`src/rtl/core/shell_command_lexer_core_macros.svh`:
```
// Assertion helpers shared by the lexer core modules.
`ifndef SHELL_COMMAND_LEXER_CORE_MACROS_SVH
`define SHELL_COMMAND_LEXER_CORE_MACROS_SVH

// Same-cycle implication.
`define SCLX_ASSERT_IMPLY(lbl, ante, cons, msg) \
   lbl: assert property (@(posedge clock) disable iff (reset) (ante) |-> (cons)) \
      else $error(msg);

// Next-cycle implication.
`define SCLX_ASSERT_NEXT(lbl, ante, cons, msg) \
   lbl: assert property (@(posedge clock) disable iff (reset) (ante) |=> (cons)) \
      else $error(msg);

`endif

```
`src/rtl/core/sclx_pkg.sv`:
```
package sclx_pkg;

   localparam int MaxLength  = 4096;
   localparam int PosWidth   = $clog2(MaxLength + 1);
   localparam int CharWidth  = 8;
   localparam int KindWidth  = 4;
   localparam int QueueDepth = 4;
   localparam int QPtrWidth  = $clog2(QueueDepth);
   localparam int QCntWidth  = $clog2(QueueDepth + 1);

   typedef logic [PosWidth-1:0]  pos_type;
   typedef logic [CharWidth-1:0] char_type;

   typedef enum logic [2:0] {
      MODE_IDLE,
      MODE_WORD,
      MODE_SQ,
      MODE_DQ,
      MODE_AMP,
      MODE_PIPE
   } mode_type;

   typedef enum logic [KindWidth-1:0] {
      KIND_WORD    = 4'd0,
      KIND_SQ      = 4'd1,
      KIND_DQ      = 4'd2,
      KIND_AMP     = 4'd3,
      KIND_AND     = 4'd4,
      KIND_PIPE    = 4'd5,
      KIND_OR      = 4'd6,
      KIND_UNKNOWN = 4'd7,
      KIND_END     = 4'd8
   } kind_type;

   localparam char_type CHAR_NUL        = 8'h00;
   localparam char_type CHAR_TAB        = 8'h09;
   localparam char_type CHAR_CR         = 8'h0D;
   localparam char_type CHAR_SPACE      = 8'h20;
   localparam char_type CHAR_DQUOTE     = 8'h22;
   localparam char_type CHAR_DOLLAR     = 8'h24;
   localparam char_type CHAR_AMP        = 8'h26;
   localparam char_type CHAR_SQUOTE     = 8'h27;
   localparam char_type CHAR_DASH       = 8'h2D;
   localparam char_type CHAR_DOT        = 8'h2E;
   localparam char_type CHAR_SLASH      = 8'h2F;
   localparam char_type CHAR_DIGIT_0    = 8'h30;
   localparam char_type CHAR_DIGIT_9    = 8'h39;
   localparam char_type CHAR_UPPER_A    = 8'h41;
   localparam char_type CHAR_UPPER_Z    = 8'h5A;
   localparam char_type CHAR_UNDERSCORE = 8'h5F;
   localparam char_type CHAR_LOWER_A    = 8'h61;
   localparam char_type CHAR_LOWER_Z    = 8'h7A;
   localparam char_type CHAR_PIPE       = 8'h7C;

   typedef struct packed {
      kind_type kind;
      pos_type  first;
      pos_type  stop;
   } tok_type;

   // one queue entry holds every token raised by one input byte
   typedef struct packed {
      logic    two;
      tok_type tok0;
      tok_type tok1;
   } entry_type;

   typedef struct packed {
      logic      valid;
      entry_type entry;
   } qport_type;

   function automatic pos_type sat_inc(input pos_type p);
      return (p < PosWidth'(MaxLength)) ? p + 1'b1 : PosWidth'(MaxLength);
   endfunction

   function automatic logic is_space(input char_type c);
      return (c == CHAR_SPACE) || ((c >= CHAR_TAB) && (c <= CHAR_CR));
   endfunction

   function automatic logic is_word(input char_type c);
      return ((c >= CHAR_LOWER_A) && (c <= CHAR_LOWER_Z)) ||
             ((c >= CHAR_UPPER_A) && (c <= CHAR_UPPER_Z)) ||
             ((c >= CHAR_DIGIT_0) && (c <= CHAR_DIGIT_9)) ||
             (c == CHAR_UNDERSCORE) || (c == CHAR_DASH) ||
             (c == CHAR_DOLLAR) || (c == CHAR_DOT) || (c == CHAR_SLASH);
   endfunction

endpackage

```
`src/rtl/core/sclx_ifs.sv`:
```
interface sclx_req_if import sclx_pkg::*; ();
   logic     valid;
   logic     ready;
   char_type char_code;

   modport source (output valid, output char_code, input ready);
   modport sink (input valid, input char_code, output ready);
endinterface

interface sclx_rsp_if import sclx_pkg::*; ();
   logic                 valid;
   logic                 ready;
   logic [KindWidth-1:0] token_kind;
   pos_type              token_start;
   pos_type              token_end;
   logic                 last_of_run;

   modport source (output valid, output token_kind, output token_start,
                   output token_end, output last_of_run, input ready);
   modport sink (input valid, input token_kind, input token_start,
                 input token_end, input last_of_run, output ready);
endinterface

```
`src/rtl/core/sclx_front.sv`:
```
`include "shell_command_lexer_core_macros.svh"

module sclx_front import sclx_pkg::*; (
   input  logic      clock,
   input  logic      reset,
   sclx_req_if.sink  req_if,
   input  logic      q_full,
   output qport_type push
);

   mode_type mode_ff, mode_in;
   pos_type  pos_ff, pos_in;
   pos_type  origin_ff, origin_in;
   logic     accept;
   logic     idle_path;
   char_type c;
   char_type close_quote;
   char_type pair_op;
   pos_type  p;
   pos_type  p_inc;
   logic     a_emit, b_emit;
   tok_type  a_tok, b_tok;

   assign req_if.ready = !q_full;
   assign accept       = req_if.valid && req_if.ready;
   assign c            = req_if.char_code;
   assign p            = pos_ff;
   assign p_inc        = sat_inc(pos_ff);
   assign close_quote  = (mode_ff == MODE_SQ) ? CHAR_SQUOTE : CHAR_DQUOTE;
   assign pair_op      = (mode_ff == MODE_AMP) ? CHAR_AMP : CHAR_PIPE;

   // byte gets idle handling in idle mode, or falls through to it after closing a word or lone operator
   always_comb begin
      case (mode_ff)
         MODE_WORD: begin
            idle_path = !is_word(c);
         end
         MODE_SQ, MODE_DQ: begin
            idle_path = 1'b0;
         end
         MODE_AMP, MODE_PIPE: begin
            idle_path = (c != pair_op);
         end
         default: begin
            idle_path = 1'b1;
         end
      endcase
   end

   // next state
   always_comb begin
      mode_in   = mode_ff;
      pos_in    = pos_ff;
      origin_in = origin_ff;
      if (accept) begin
         case (mode_ff)
            MODE_WORD: begin
               if (!idle_path) begin
                  pos_in = p_inc;
               end
            end
            MODE_SQ, MODE_DQ: begin
               if (c == close_quote) begin
                  mode_in = MODE_IDLE;
                  pos_in  = p_inc;
               end else if (c == CHAR_NUL) begin
                  mode_in   = MODE_IDLE;
                  pos_in    = '0;
                  origin_in = '0;
               end else begin
                  pos_in = p_inc;
               end
            end
            MODE_AMP, MODE_PIPE: begin
               if (!idle_path) begin
                  mode_in = MODE_IDLE;
                  pos_in  = p_inc;
               end
            end
            default: begin
               mode_in = MODE_IDLE;
            end
         endcase
         if (idle_path) begin
            mode_in = MODE_IDLE;
            if (c == CHAR_NUL) begin
               pos_in    = '0;
               origin_in = '0;
            end else if (is_space(c)) begin
               pos_in = p_inc;
            end else if ((c == CHAR_SQUOTE) || (c == CHAR_DQUOTE)) begin
               mode_in   = (c == CHAR_SQUOTE) ? MODE_SQ : MODE_DQ;
               origin_in = p_inc;
               pos_in    = p_inc;
            end else if (is_word(c)) begin
               mode_in   = MODE_WORD;
               origin_in = p;
               pos_in    = p_inc;
            end else if ((c == CHAR_AMP) || (c == CHAR_PIPE)) begin
               mode_in   = (c == CHAR_AMP) ? MODE_AMP : MODE_PIPE;
               origin_in = p;
               pos_in    = p_inc;
            end else begin
               pos_in = p_inc;
            end
         end
      end
   end

   // tokens raised by this byte: a closes the open token, b comes from idle handling or a zero byte in quotes
   always_comb begin
      a_emit = 1'b0;
      a_tok  = '{kind: KIND_WORD, first: origin_ff, stop: p};
      b_emit = 1'b0;
      b_tok  = '{kind: KIND_END, first: p, stop: p};
      case (mode_ff)
         MODE_WORD: begin
            a_emit = idle_path;
         end
         MODE_SQ, MODE_DQ: begin
            a_tok.kind = (mode_ff == MODE_SQ) ? KIND_SQ : KIND_DQ;
            a_emit     = (c == close_quote) || (c == CHAR_NUL);
            b_emit     = (c != close_quote) && (c == CHAR_NUL);
         end
         MODE_AMP, MODE_PIPE: begin
            a_emit = 1'b1;
            if (!idle_path) begin
               a_tok.kind = (mode_ff == MODE_AMP) ? KIND_AND : KIND_OR;
               a_tok.stop = p_inc;
            end else begin
               a_tok.kind = (mode_ff == MODE_AMP) ? KIND_AMP : KIND_PIPE;
            end
         end
         default: begin
            a_emit = 1'b0;
         end
      endcase
      if (idle_path) begin
         if (c == CHAR_NUL) begin
            b_emit = 1'b1;
         end else if (!is_space(c) && !is_word(c) && (c != CHAR_SQUOTE) &&
                      (c != CHAR_DQUOTE) && (c != CHAR_AMP) && (c != CHAR_PIPE)) begin
            b_emit = 1'b1;
            b_tok  = '{kind: KIND_UNKNOWN, first: p, stop: p_inc};
         end
      end
      push.valid      = accept && (a_emit || b_emit);
      push.entry.two  = a_emit && b_emit;
      push.entry.tok0 = a_emit ? a_tok : b_tok;
      push.entry.tok1 = b_tok;
   end

   always_ff @(posedge clock) begin
      if (reset) begin
         mode_ff   <= MODE_IDLE;
         pos_ff    <= '0;
         origin_ff <= '0;
      end else begin
         mode_ff   <= mode_in;
         pos_ff    <= pos_in;
         origin_ff <= origin_in;
      end
   end

   `SCLX_ASSERT_IMPLY(a_origin_le_pos, mode_ff != MODE_IDLE, pos_ff >= origin_ff, "origin past position")
   `SCLX_ASSERT_NEXT(a_nul_rewinds, accept && (c == CHAR_NUL), pos_ff == '0, "end of line did not rewind")

endmodule

```
`src/rtl/core/sclx_queue.sv`:
```
`include "shell_command_lexer_core_macros.svh"

module sclx_queue import sclx_pkg::*; (
   input  logic      clock,
   input  logic      reset,
   input  qport_type push,
   output logic      full,
   output qport_type head,
   input  logic      pop
);

   entry_type               slots_ff [QueueDepth];
   logic [QPtrWidth-1:0]    wr_ptr_ff, wr_ptr_in;
   logic [QPtrWidth-1:0]    rd_ptr_ff, rd_ptr_in;
   logic [QCntWidth-1:0]    count_ff, count_in;

   assign full       = (count_ff == QCntWidth'(QueueDepth));
   assign head.valid = (count_ff != '0);
   assign head.entry = slots_ff[rd_ptr_ff];

   always_comb begin
      wr_ptr_in = wr_ptr_ff;
      rd_ptr_in = rd_ptr_ff;
      count_in  = count_ff;
      if (push.valid) begin
         wr_ptr_in = (wr_ptr_ff == QPtrWidth'(QueueDepth - 1)) ? '0 : wr_ptr_ff + 1'b1;
      end
      if (pop) begin
         rd_ptr_in = (rd_ptr_ff == QPtrWidth'(QueueDepth - 1)) ? '0 : rd_ptr_ff + 1'b1;
      end
      if (push.valid && !pop) begin
         count_in = count_ff + 1'b1;
      end else if (!push.valid && pop) begin
         count_in = count_ff - 1'b1;
      end
   end

   always_ff @(posedge clock) begin
      if (push.valid) begin
         slots_ff[wr_ptr_ff] <= push.entry;
      end
   end

   always_ff @(posedge clock) begin
      if (reset) begin
         wr_ptr_ff <= '0;
         rd_ptr_ff <= '0;
         count_ff  <= '0;
      end else begin
         wr_ptr_ff <= wr_ptr_in;
         rd_ptr_ff <= rd_ptr_in;
         count_ff  <= count_in;
      end
   end

   `SCLX_ASSERT_IMPLY(a_no_overflow, push.valid, !full, "push into full queue")
   `SCLX_ASSERT_IMPLY(a_no_underflow, pop, count_ff != '0, "pop from empty queue")

endmodule

```
`src/rtl/core/sclx_back.sv`:
```
`include "shell_command_lexer_core_macros.svh"

module sclx_back import sclx_pkg::*; (
   input  logic       clock,
   input  logic       reset,
   input  qport_type  head,
   output logic       pop,
   sclx_rsp_if.source rsp_if
);

   logic    out_valid_ff, out_valid_in;
   tok_type out_tok_ff, out_tok_in;
   logic    out_last_ff, out_last_in;
   logic    pend_valid_ff, pend_valid_in;
   tok_type pend_tok_ff, pend_tok_in;
   logic    advance;

   assign advance = !out_valid_ff || rsp_if.ready;
   assign pop     = advance && !pend_valid_ff && head.valid;

   always_comb begin
      out_valid_in  = out_valid_ff;
      out_tok_in    = out_tok_ff;
      out_last_in   = out_last_ff;
      pend_valid_in = pend_valid_ff;
      pend_tok_in   = pend_tok_ff;
      if (advance) begin
         if (pend_valid_ff) begin
            out_valid_in  = 1'b1;
            out_tok_in    = pend_tok_ff;
            out_last_in   = 1'b1;
            pend_valid_in = 1'b0;
         end else if (head.valid) begin
            out_valid_in  = 1'b1;
            out_tok_in    = head.entry.tok0;
            out_last_in   = !head.entry.two;
            pend_valid_in = head.entry.two;
            pend_tok_in   = head.entry.tok1;
         end else begin
            out_valid_in = 1'b0;
         end
      end
   end

   always_ff @(posedge clock) begin
      out_tok_ff  <= out_tok_in;
      out_last_ff <= out_last_in;
      pend_tok_ff <= pend_tok_in;
   end

   always_ff @(posedge clock) begin
      if (reset) begin
         out_valid_ff  <= 1'b0;
         pend_valid_ff <= 1'b0;
      end else begin
         out_valid_ff  <= out_valid_in;
         pend_valid_ff <= pend_valid_in;
      end
   end

   assign rsp_if.valid       = out_valid_ff;
   assign rsp_if.token_kind  = out_tok_ff.kind;
   assign rsp_if.token_start = out_tok_ff.first;
   assign rsp_if.token_end   = out_tok_ff.stop;
   assign rsp_if.last_of_run = out_last_ff;

   `SCLX_ASSERT_IMPLY(a_pend_behind_out, pend_valid_ff, out_valid_ff && !out_last_ff, "second token without first")

endmodule

```
`src/rtl/core/shell_command_lexer_core.sv`:
```
// Streaming lexer for a shell command line.
// req_if carries one byte per transfer (char_code); a zero byte ends the line,
// emits an end token and rewinds the position to 0.
// rsp_if carries one token per transfer: kind, start, exclusive end and
// last_of_run, which marks the final token raised by one input byte.
// A byte is taken every cycle while the four-entry token queue has room.
// A token closed by a taken byte is stored in the queue and then registered in the
// output stage before it appears on rsp_if; a byte that raises two tokens sends
// them through the output register one after the other, absorbed by the queue.
// Sustained rate: one byte per cycle while the queue has room, set by the mode update.
// When the receiver stalls, the output holds and the queue fills; req_if.ready
// drops only once the queue is full.
// Reset (synchronous) returns the lexer to idle at position 0 and empties the
// queue and output stage.
module shell_command_lexer_core import sclx_pkg::*; (
   input  logic       clock,
   input  logic       reset,
   sclx_req_if.sink   req_if,
   sclx_rsp_if.source rsp_if
);

   qport_type push;
   qport_type head;
   logic      q_full;
   logic      pop;

   sclx_front u_front (
      .clock  (clock),
      .reset  (reset),
      .req_if (req_if),
      .q_full (q_full),
      .push   (push)
   );

   sclx_queue u_queue (
      .clock (clock),
      .reset (reset),
      .push  (push),
      .full  (q_full),
      .head  (head),
      .pop   (pop)
   );

   sclx_back u_back (
      .clock  (clock),
      .reset  (reset),
      .head   (head),
      .pop    (pop),
      .rsp_if (rsp_if)
   );

endmodule
```
`src/flat_wrapper.sv`:
```
// flat-port wrapper written by rule: the top's interface ports become plain ports
module shell_command_lexer_core_flat import sclx_pkg::*;
  (clock, reset, req_if_valid, req_if_char_code, req_if_ready, rsp_if_valid, rsp_if_token_kind, rsp_if_token_start, rsp_if_token_end, rsp_if_last_of_run, rsp_if_ready);
  sclx_req_if req_if_i ();
  sclx_rsp_if rsp_if_i ();
  input  logic clock;
  input  logic reset;
  input wire logic [$bits(req_if_i.valid)-1:0] req_if_valid;
  input wire logic [$bits(req_if_i.char_code)-1:0] req_if_char_code;
  output wire logic [$bits(req_if_i.ready)-1:0] req_if_ready;
  output wire logic [$bits(rsp_if_i.valid)-1:0] rsp_if_valid;
  output wire logic [$bits(rsp_if_i.token_kind)-1:0] rsp_if_token_kind;
  output wire logic [$bits(rsp_if_i.token_start)-1:0] rsp_if_token_start;
  output wire logic [$bits(rsp_if_i.token_end)-1:0] rsp_if_token_end;
  output wire logic [$bits(rsp_if_i.last_of_run)-1:0] rsp_if_last_of_run;
  input wire logic [$bits(rsp_if_i.ready)-1:0] rsp_if_ready;
  assign req_if_i.valid = req_if_valid;
  assign req_if_i.char_code = req_if_char_code;
  assign req_if_ready = req_if_i.ready;
  assign rsp_if_valid = rsp_if_i.valid;
  assign rsp_if_token_kind = rsp_if_i.token_kind;
  assign rsp_if_token_start = rsp_if_i.token_start;
  assign rsp_if_token_end = rsp_if_i.token_end;
  assign rsp_if_last_of_run = rsp_if_i.last_of_run;
  assign rsp_if_i.ready = rsp_if_ready;
  shell_command_lexer_core u_core (.clock(clock), .reset(reset), .req_if(req_if_i), .rsp_if(rsp_if_i));
endmodule
```
`config.mk`:
```
export PLATFORM = sky130hd
export DESIGN_NAME = shell_command_lexer_core_flat
export DESIGN_NICKNAME = d
export VERILOG_FILES = /design/src/rtl/core/sclx_pkg.sv /design/src/rtl/core/sclx_ifs.sv /design/src/rtl/core/sclx_front.sv /design/src/rtl/core/sclx_queue.sv /design/src/rtl/core/sclx_back.sv /design/src/rtl/core/shell_command_lexer_core.sv /design/src/flat_wrapper.sv
export VERILOG_INCLUDE_DIRS = /design/src /design/src/rtl/core
export SDC_FILE = /design/constraint.sdc
export NUM_CORES = 1
export LEC_CHECK = 0
export BUFFER_PORTS_ARGS = -buffer_cell sky130_fd_sc_hd__buf_4
export CORE_MARGIN = 5
export CORE_UTILIZATION = 30
export CTS_BUF_LIST = sky130_fd_sc_hd__clkbuf_4
export CTS_CLUSTER_SIZE = 16
export DETAILED_ROUTE_END_ITERATION = 10
export GPL_ROUTABILITY_DRIVEN = 0
export REMOVE_ABC_BUFFERS = 1
export SETUP_SLACK_MARGIN = 0.5
export SLEW_MARGIN = 10
export SYNTH_ARGS = -nofsm -noshare
export SYNTH_HDL_FRONTEND = slang
export SYNTH_SLANG_ARGS = --single-unit
export TNS_END_PERCENT = 50
```
`constraint.sdc`:
```
create_clock -name clock -period 10 [get_ports clock]
set_clock_uncertainty 0.05 [all_clocks]
set_input_delay 1 -clock clock [delete_from_list [all_inputs] [get_ports clock]]
set_output_delay 1 -clock clock [all_outputs]
set_load 0.01 [all_outputs]
```
; ---- Yosys cells after proc, flatten, opt, wreduce, memory -nomap -nowiden
; Memory sizes are Yosys's and may differ from the RTL's. A register that Yosys moved wholly into a read port is not among the register bits.
; Index checks and enable logic that the tools add are counted.
[op_classes]
addsub = 5
magnitude_cmp = 9
n_eq_ne = 27
mux = 59
bitwise = 1
reduce_logical = 50
[op_table]
columns = op, n
row1 = 2-to-1 mux 13 bit, 15
row2 = 2-to-1 mux 30 bit, 6
row3 = "equality test 8 x 6 -> 1 bit, second input constant", 8
row4 = 2-to-1 mux 3 bit, 13
row5 = one-hot mux 13 bit (2 select lines), 1
row6 = "inequality test 8 x 6 -> 1 bit, second input constant", 3
row7 = logical AND 1 bit, 17
row8 = "equality test 8 x 7 -> 1 bit, second input constant", 2
row9 = ">= comparator 8 x 7 -> 1 bit, second input constant", 2
row10 = "less-or-equal comparator 8 x 7 -> 1 bit, second input constant", 2
row11 = "adder 13 x 1 -> 13 bit, second input constant", 1
row12 = logical OR 1 bit, 13
row13 = "less-than comparator 13 bit, second input constant", 1
row14 = 2-to-1 mux 1 bit, 13
row15 = 2-to-1 mux 2 bit, 6
row16 = one-hot mux 3 bit (2 select lines), 2
row17 = "equality test 3 bit, second input constant", 3
row18 = equality test 8 x 6 -> 1 bit, 1
row19 = ">= comparator 8 x 4 -> 1 bit, second input constant", 1
row20 = ">= comparator 8 x 6 -> 1 bit, second input constant", 1
row21 = "less-or-equal comparator 8 x 4 -> 1 bit, second input constant", 1
row22 = "less-or-equal comparator 8 x 6 -> 1 bit, second input constant", 1
row23 = zero test 1 bit, 8
row24 = zero test 8 bit, 1
row25 = other kinds (20), 29
[totals]
regBits = 99
mem_bits_rw = 244
inputBits = 12
out_inout_bits = 33
elab_cells = 167
mem_count = 1
[mem_list]
columns = name, words, word_bits, rd, rd_ports_with_merged_regs, write_ports, line_no
row1 = u_core.u_queue.slots_ff, 4, 61, 1, 1, 1, sclx_queue.sv:12  ; entry_type slots_ff [QueueDepth];

; ---- Depth between registers and ports, before layout
[depth]
ltp_word = 24
ltp_mapped = 14
ltp_nobuf = 14

; ---- Hierarchy
; Synthesis repeated with hierarchy kept, for this count alone.
[hier_totals]
cells_unflattened = 840
hier_area_um2 = 14447.6
[by_module_without_submodules]
columns = mod, n_inst, cells_each, area_each_um2, seq_area_each_um2
row1 = sclx_queue, 1, 363, 9311.4, 7507.2
row2 = sclx_front, 1, 368, 2788.9, 580.6
row3 = sclx_back, 1, 109, 2347.3, 1871.8

; ---- Worst setup path after synthesis
; Ideal clock, no wire load.
[synth_path]
kind = input to register
start = input rsp_if_ready
end = register u_core.u_queue.count_ff[2]
setup_time_ns = 0.070
arrival_time_ns = 4.525
required_time_ns = 9.880
slack_ns = 5.355
cell_stages = 9
path_buffers = 0
cell_sequence = nor2b_1 -> nor3_1 -> inv_1 -> ha_1 -> inv_1 -> fa_1 -> xor2_1 -> or3_1 -> a21oi_1
[synth_between]
elab_chain_cells = 6
elab_cells_between_ends = 8
classes_between = mux (1) / reduce/logical (7)
[synth_rtl]
columns = element, line_no
row1 = "start, declared", flat_wrapper.sv:16  ; input wire logic [$bits(rsp_if_i.ready)-1:0] rsp_if_ready;
row2 = logical OR 1 bit *, sclx_back.sv:18  ; assign advance = !out_valid_ff || rsp_if.ready;
row3 = logical AND 1 bit * (2 in a row), sclx_back.sv:19  ; assign pop = advance && !pend_valid_ff && head.valid;
row4 = zero test 1 bit, sclx_queue.sv:31  ; if (push.valid && !pop) begin
row5 = logical AND 1 bit, sclx_queue.sv:31
row6 = 2-to-1 mux 3 bit or nonzero test 2 bit (tied branches), --
row7 = "end signal, assigned", sclx_queue.sv:52  ; count_ff <= count_in;
row8 = "end, declared", sclx_queue.sv:15  ; logic [QCntWidth-1:0] count_ff, count_in;
; Every way passes the cells marked *; elsewhere a longest branch is shown, timed or not.
; A chain may end at the register's enable or synchronous reset.

==> out/qor.csv <==
metric,value,unit
status,"complete, no violations",
Async SR Flop Fraction,0,%
area delta synth->final,15.01,%
Logic pwr share,21.2,%
WS Path Type,primary input to flop,
fin crit share,39.07,%
# H-tree levels,3,
hold path start,u_core.u_front.origin_ff[12]$_SDFFE_PP0P_,
Post-synth EDFFs,295,
Hold Fails Final Rpt,0,
TNS Setup,0,ps
die width,224.9,microns
GRT overflow,0,
average size of a mapped cell,16.60,sq um
clock sinks,335,
maximum vdd drop,0.0002355,V
Placed Area,0.01482,sq mm
Clock Path Buffers,3,
GRT Total Usage,11.75,%
clock-pin slew on the worst setup and hold paths,70,ps
# Post-CTS Setup Buffers,0,
Die Y,224.9,microns
Clock Power Share,29.3,%
Core Box Area,0.04548,sq mm
CP max stage delay,570,ps
cell area after synthesis,0.01385,sq mm
Final Core Density,35.02,%
Vias/cell,4.854,
Final min period,3907,ps
cell-internal power,2.846,mW
"Max stage delay cell, worst path",or3_1,
clock latency on the worst-skew pair,710,ps
largest net degree at the start of global routing,60,
Routed wire per std cell,18.58,microns
critical path peak fanout,14,
WP buf/inv,2,
R2R setup slack,6240,ps
layout cell share with drive strength beyond 1,32.12,%
number of CTS-inserted buffers,87,
total wire length,29.62,mm
leakage power,5.346,nW
Die ar.,0.05056,sq mm
hold crit path type,flop to flop,
fmax,0.2560,GHz
CP Cell Sequence,buf_4 > or4_4 > or3_1 > o21ai_4 > and2_4 > o31ai_4 > a21oi_1 > ha_1 > inv_1 > fa_1 > xor2_1 > or3_1 > a21oi_1,
slew at the pin closest to its max-slew limit,1027,ps
WP data required,10580,ps
dpl hpwl,17.40,mm
Critical Path AT,4480,ps
Crit. End Element,flop,
worst reg2reg path depth,12,
element type at the critical path start,primary input,
global-route wire length before repair,46.83,mm
max_slew headroom,31.55,%
vias in the first global route,8239,
Reg power frac,49.5,%
RSZ-0062 raised after global routing,no,
Unique masters post-synth,69,
Critical R2R Capture,u_core.u_queue.count_ff[2]$_SDFFE_PP0P_,
clk root buf,clkbuf_4,
CTS Hold Bufs,0,
"Design Area, Final",0.01593,sq mm
CTS tree,done,
drt first pass iters,5,
Final Max Tran Viols,0,
Final setup viols,0,
main flop type after synthesis,edfxtp_1,
number of remaining DRC errors,0,
via count,7738,
hold path cells,1,
Syn. warnings,0,
Crit path max-delay family,simple AND/OR/NAND/NOR gates,
Sw Share,27.60,%
max_cap viols,0,
Yosys reg bits,335,
# rows,78,
Hold Path End,u_core.u_front.origin_ff[12]$_SDFFE_PP0P_,
total power,3.931,mW
Final nets,955,
sequential area share after synthesis,69.75,%
remaining antenna violation count after routing,0,
number of top-level pins,45,
P per Cell Area,246.8,mW/mm^2
number of port buffers,44,
final hold slack,439.5,ps
Net Switching,1.085,mW
drt initial violations,581,
initial antenna violation count,1,
post_cts resized,0,
Worst R2R Start,u_core.u_front.mode_ff[0]$_SDFFE_PP0P_,
Starting Density,30.45,%
"commonest non-fill, non-tap cell in the layout",edfxtp_1,
Mapped Cells,834,
most frequent cells in the layout,"edfxtp_1 (295), clkbuf_4 (133), nand2_1 (60), mux4_2 (59), buf_4 (53)",
==> power by group through the flow <==
stage | combinational (mW) | clock, mW | sequential [mW]
2_1_floorplan | 0.463 | 0 | 2.03
3_3_place_gp | 0.858 | 0 | 1.98
3_5_place_dp | 0.863 | 0 | 1.99
4_1_cts | 0.869 | 1.19 | 1.96
5_1_grt | 0.921 | 1.28 | 1.98
6_report | 0.834 | 1.15 | 1.95
==> kinds of logic after synthesis <==
logic type	Yosys count	share of synthesized area, %
AO/OA/AOI/OAI	120	6.144
AND/OR/NAND/NOR	183	6.460
XOR/XNOR	8	0.5059
adder cells (fa/ha/maj)	11	1.048
multiplexers	112	14.08
flip-flops	335	69.75
buffers and inverters	65	2.015
==> how the worst max path moves through the flow <==
stage                                                    end  depth (start not counted)           startpoint  slack, ps
detailed placement  u_core.u_queue.slots_ff[3][53]$_DFFE_PP_                          9  req_if_char_code[2]       5350
global placement     u_core.u_queue.count_ff[2]$_SDFFE_PP0P_                         13  req_if_char_code[2]       5430
floorplan            u_core.u_queue.count_ff[2]$_SDFFE_PP0P_                          9         rsp_if_ready       5360
CTS                 u_core.u_queue.slots_ff[3][12]$_DFFE_PP_                          9  req_if_char_code[2]       6090
global route         u_core.u_queue.count_ff[2]$_SDFFE_PP0P_                         13  req_if_char_code[2]       5940
finish               u_core.u_queue.count_ff[2]$_SDFFE_PP0P_                         13  req_if_char_code[2]       6090
==> registers in the layout, summed over array words and instances (netlist names), named ones only <==
register / flops
u_core.u_back.pend_valid_ff: 1
u_core.u_queue.count_ff: 3
u_core.u_back.rsp_if.last_of_run: 1
u_core.u_back.rsp_if.token_end: 13
u_core.u_queue.rd_ptr_ff: 2
u_core.u_back.pend_tok_ff: 28
u_core.u_front.mode_ff: 3
u_core.u_back.rsp_if.token_start: 13
u_core.u_back.rsp_if.valid: 1
u_core.u_front.p: 13
u_core.u_front.origin_ff: 13
u_core.u_back.rsp_if.token_kind: 4
u_core.u_queue.wr_ptr_ff: 2
u_core.u_queue.slots_ff: 236
==> area by class of cell <==
class / instances / area [sq um]
repair buffers: 53 / 397.9
multi-input cells: 434 / 3928
clock buffers: 133 / 998.5
well taps: 600 / 750.7
diodes: 1 / 2.502
inverters: 21 / 81.33
fillers: 4448 / 29550
flip-flops and latches: 335 / 9666
clock inverters: 17 / 102.6
==> metal layers <==
| metal | share of wire, % | track usage, % | vias up |
|---|---|---|---|
| li1 | - | - | 3559 |
| met1 | 46 | 15.74 | 3933 |
| met2 | 48 | 18.84 | 196 |
| met3 | 4.3 | 2.649 | 50 |
| met4 | 2.3 | 4.341 | 0 |
| met5 | 0 | 0 | - |
==> synthesized netlist by cell type, types with 6 or more instances <==
cell type | count | area, sq um
o22ai_1 | 6 | 37.54
mux2_4 | 8 | 120.1
a21oi_1 | 27 | 135.1
mux2_2 | 40 | 450.4
nand2_1 | 60 | 225.2
or3_1 | 10 | 62.56
nor4_1 | 6 | 37.54
nand3_1 | 8 | 40.04
and2_1 | 6 | 37.54
a22o_1 | 6 | 52.55
inv_1 | 19 | 71.32
dfxtp_1 | 40 | 800.8
clkbuf_1 | 24 | 90.09
nand2b_1 | 7 | 43.79
ha_1 | 10 | 125.1
edfxtp_1 | 295 | 8859
o21ai_0 | 24 | 120.1
nor2_1 | 48 | 180.2
nor3_1 | 11 | 55.05
o211ai_1 | 6 | 45.04
buf_1 | 12 | 45.04
o221ai_1 | 6 | 52.55
a22oi_1 | 13 | 97.59
mux4_2 | 59 | 1329
==> per-stage QoR <==
step                setup slack, ps  std cells
floorplan                      5355        790
global placement               5429       1443
detailed placement             5353       1443
CTS                            6089       1593
global route                   5942       1594
finish                         6093       1594
Power figures use the tool's default switching activity.
